## src/rtl/rcc_ram.sv

```systemverilog
// Simple dual-port synchronous RAM with registered read data.
`timescale 1ns / 1ps
`default_nettype none
module rcc_ram #(
  parameter int WIDTH = 8,
  parameter int DEPTH = 64
) (
  input  wire logic                     clk_i,
  input  wire logic                     we_i,
  input  wire logic [$clog2(DEPTH)-1:0] waddr_i,
  input  wire logic [WIDTH-1:0]         wdata_i,
  input  wire logic [$clog2(DEPTH)-1:0] raddr_i,
  output logic      [WIDTH-1:0]         rdata_o
);

  logic [WIDTH-1:0] mem [DEPTH];

  always_ff @(posedge clk_i) begin
    if (we_i) begin
      mem[waddr_i] <= wdata_i;
    end
    rdata_o <= mem[raddr_i];
  end

endmodule
`default_nettype wire

```

## config.mk

```make
export PLATFORM = sky130hd
export DESIGN_NAME = rcc_ram
export DESIGN_NICKNAME = d
export VERILOG_FILES = /design/src/rtl/rcc_ram.sv
export SDC_FILE = /design/constraint.sdc
export NUM_CORES = 1
export LEC_CHECK = 0
export BUFFER_PORTS_ARGS = -buffer_cell sky130_fd_sc_hd__clkbuf_2
export CORE_MARGIN = 2
export CORE_UTILIZATION = 56
export CTS_CLUSTER_DIAMETER = 40
export DETAILED_ROUTE_END_ITERATION = 10
export GPL_TIMING_DRIVEN = 0
export PLACE_DENSITY_LB_ADDON = 0.15
export SYNTH_ARGS = -nofsm -noshare
export SYNTH_HDL_FRONTEND = slang
export SYNTH_SLANG_ARGS = --single-unit
export TNS_END_PERCENT = 5
```

## constraint.sdc

```tcl
create_clock -name clk_i -period 1.65 [get_ports clk_i]
set_input_delay 0.0825 -clock clk_i [delete_from_list [all_inputs] [get_ports clk_i]]
set_output_delay 0.0825 -clock clk_i [all_outputs]
set_load 0.005 [all_outputs]
```

==> results.txt <==
The run finished, with violations left. The checks that failed: setup timing. CTS placed an instance of sky130_fd_sc_hd__clkbuf_16 at the clock tree root. The final weighted congestion in routability-driven placement came out at 0.918. The clock transition at the registers of the reported paths came out at 0.06 ns.

Number of antenna violations at the first check in global routing: 0. The kind of start point of the critical path is a flip-flop. Using the TritonRoute via totals, the vias-per-cell ratio works out to 6.44.

The synthesized flop and latch total works out to 520. The worst hold path belongs to the class input pin to flip-flop. The repair_antennas step left the layout with diodes totalling 0. The net count after synthesis was 962; the mean cell area of the mapped netlist was 21.5 um^2. For the pin with the worst max-slew slack, the measured transition is 1.32 ns. The H-tree was split into 2 levels.

The post-route fraction of the period consumed by the critical path is 118%. Startpoint of the lowest-slack register-to-register path: mem[17][4]. Via count of the first global-routing pass: 10100.

Detailed routing inserted a total of 9944 vias. The arrival time at the worst endpoint was 2.38 ns. VDD sags by at most 0.945 mV. The final number of setup-violating endpoints is 97. For the wire length after detailed routing, the log shows 47.4 mm. In this run the most critical hold path is launched from wdata_i[1]. On the worst path, the slowest cell contributes a delay of 0.47 ns.

In the synthesized netlist, the cells that appear most often are 512 x sky130_fd_sc_hd__edfxtp_1, 126 x sky130_fd_sc_hd__mux4_2, 83 x sky130_fd_sc_hd__nor2_1. Tracing the worst setup path back leads to its startpoint at mem[17][4]. In the synthesized netlist the dominant register cell turns out to be sky130_fd_sc_hd__edfxtp_1.

The critical path crosses 5 cells after its start point. Dividing the detail-routed wire length by the instance count gives 30.7 um. The area growth from synthesis to layout is 16.6%. The worst register-to-register path has a depth of 5. Buffers placed on the I/O ports in this run total 21.

The post-route worst setup slack was -0.292 ns. The wire length of the first global-routing pass was 69.0 mm; the sequential cell area was 15500 um^2. In the post-synthesis netlist, the cell with the most instances is sky130_fd_sc_hd__edfxtp_1.

The share of synthesized flip-flops with an asynchronous set or reset is 0%. STA puts the critical path data required time at 2.09 ns. Detailed placement ended at an HPWL of 29.3 mm. The synthesized area was 20200 um^2; the post-CTS setup-driven buffer insertion count was 0. Final core utilization: 66.3%.

The worst setup path is captured at a flip-flop. Number of max-slew violations in the final report: 0. Proportion of layout cells with a drive suffix above 1: 34.5%. The total clock buffers created by CTS was 59. Max-cap violations in this run came to 0. The number of buffers and inverters on the critical path is 0. The die covers 37500 um^2. The post-route setup TNS is -14.59 ns. The tools report the total power consumption of the routed design as 30.2 mW.

The maximum clock skew at final layout came out at 0.0176 ns. The area of the core region is 35500 um^2, and the die height is 194 um. The run gives 0.60 ns as the clock latency on the worst-skew pair. The chip width works out to 194 um. TritonCTS built the clock tree. In this run, the number of DRC markers left after iteration 0 of detailed routing was 1210. Once detail routing completed, the nets flagged for antenna violations numbered 0. At the end of the flow, the number of nets in the layout was 1055.

After technology mapping, the gate count stands at 940. The number of warnings issued by yosys was 0. For the footprint of the multi-input gates, the log shows 4650 um^2. The critical path's top delay family was multiplexers. For this design, the slowest cell found on the critical path is sky130_fd_sc_hd__mux4_2. The critical path goes through mux4_2 > mux2_2 > o221a_2 > nor3_4 > o32ai_2. Setup repair after global routing could not meet its margin everywhere. Once the floorplan was initialized, standard cells occupied 56.8% of the core. The top cell type by area accounts for 76.2% of the synthesized area. In this run the count of I/O pins placed on the die edge is 30. The depth of the worst hold-timing path was 1.

The maximum fanout along the worst path is 1, and the number of hold violations in the final report is 0. The logs give 12.1% for the worst slew slack as a fraction of its limit and 2248 for the number of inserted filler cells in the final layout. The count of distinct cell types in the synthesized netlist is 40, and the fraction of the yosys area taken by sequential cells is 77.0%.

The critical path is of the flip-flop to flip-flop type. Final period demand of the worst path: 1.94 ns. Entering global routing, the biggest net connects 65 pins. In the routed design, unresolved DRC markers number 0. Based on the critical path, the design can be clocked at up to 0.515 GHz. The floorplan has 69 rows. Ranked by total cell area, the synthesized netlist is headed by sky130_fd_sc_hd__edfxtp_1 76%, sky130_fd_sc_hd__mux4_2 14%, sky130_fd_sc_hd__nor2_1 1.5%, sky130_fd_sc_hd__mux2i_1 1.1%, sky130_fd_sc_hd__dfxtp_1 0.79%.

The logs give 25.8% for the overall routing resource usage and 5 for the first-pass iteration count of the detailed router. For this design, the sink count on the clock tree is 520. The largest buffer count on any clock path was 3; the power density normalized to cell area was 1280 nW/um^2.

The leakage power total came out at 7.37 nW. Number of enable-type register cells in the synthesized netlist: 512. The largest total area in the synthesized netlist belongs to sky130_fd_sc_hd__edfxtp_1. The remaining global-route overflow is 0.
-- state kept, by name, indices dropped and copies added, names as in the netlist --
register / flops
mem: 512
rdata_o: 8
-- where the power goes --
part           leakage [nW]  internal [mW]  switching (mW)  total [mW]
sequential             4.67           14.6          0.0259        14.7
combinational          1.69          0.590           0.982        1.57
clock                  1.00           8.72            5.21        13.9
total                  7.37           23.9            6.22        30.2
-- placed cells by master, fill, tap and decap left out, types with 7 or more instances in the layout --
cell | Yosys | routed
sky130_fd_sc_hd__buf_12 | 2 | 7
sky130_fd_sc_hd__buf_2 | 11 | 13
sky130_fd_sc_hd__buf_4 | 13 | 16
sky130_fd_sc_hd__bufinv_16 | 0 | 12
sky130_fd_sc_hd__clkbuf_1 | 17 | 18
sky130_fd_sc_hd__clkbuf_16 | 0 | 61
sky130_fd_sc_hd__clkbuf_2 | 0 | 23
sky130_fd_sc_hd__clkinv_1 | 0 | 7
sky130_fd_sc_hd__clkinvlp_4 | 0 | 9
sky130_fd_sc_hd__dfxtp_1 | 8 | 8
sky130_fd_sc_hd__edfxtp_1 | 512 | 512
sky130_fd_sc_hd__mux2_2 | 13 | 13
sky130_fd_sc_hd__mux2i_1 | 23 | 23
sky130_fd_sc_hd__mux4_2 | 126 | 126
sky130_fd_sc_hd__nand2_1 | 19 | 19
sky130_fd_sc_hd__nand2b_1 | 7 | 7
sky130_fd_sc_hd__nand3_1 | 13 | 11
sky130_fd_sc_hd__nor2_1 | 83 | 35
sky130_fd_sc_hd__nor2_2 | 0 | 44
sky130_fd_sc_hd__nor2b_1 | 14 | 14
sky130_fd_sc_hd__o221ai_1 | 8 | 7
sky130_fd_sc_hd__o22ai_1 | 8 | 8
-- cell families (layout without fill, tap and decap cells) --
kind of cell	after synthesis	after routing	synth area share [%]
mux	162	162	15.9
simple gates	153	153	3.39
flops	520	520	77.0
compound gates	54	54	2.07
buf+inv	51	193	1.57
-- final timing paths --
kind,end,slack (ns)
min reg2reg,rdata_o[2],0.93
min,mem[28][1],0.01
max reg2reg,rdata_o[4],-0.29
max,rdata_o[4],-0.29
-- layer usage --
| layer | vias up | track usage, % | share of wire (%) |
|---|---|---|---|
| li1 | 4138 | - | - |
| met3 | 102 | 4.96 | 7.5 |
| met2 | 473 | 40.8 | 49 |
| met4 | 0 | 9.58 | 3.4 |
| met5 | - | 0 | 0 |
| met1 | 5231 | 36.4 | 40 |
-- cell type report --
cell class              count  area share (%)
clock buffers              71            6.74
clock inverters            39            2.26
multi-input cells         369            19.8
repair buffers             32            1.19
flip-flops and latches    520            66.1
plain buffers              51            1.48
well taps                 461            2.45
-- stage by stage --
stage	instances	hold slack, ns	setup WS, ns	area, um^2
after global routing	1543	0.0243	-0.348	23500
after global placement	1422	0.453	-1.15	20900
final	1543	0.0105	-0.292	23500
after CTS	1534	0.127	-0.300	23100
after detailed placement	1423	0.453	-1.14	20900
after floorplan	940	0.181	-0.0209	20200
-- what timing repair did --
item                                   4_1_cts  5_1_grt
hold buffers                                 1        3
pin swaps                                    4        4
endpoints found under the hold margin        2       36
setup endpoints to repair                  162      354
gates resized for setup                     40       62
(Power assumes the default switching activity.)
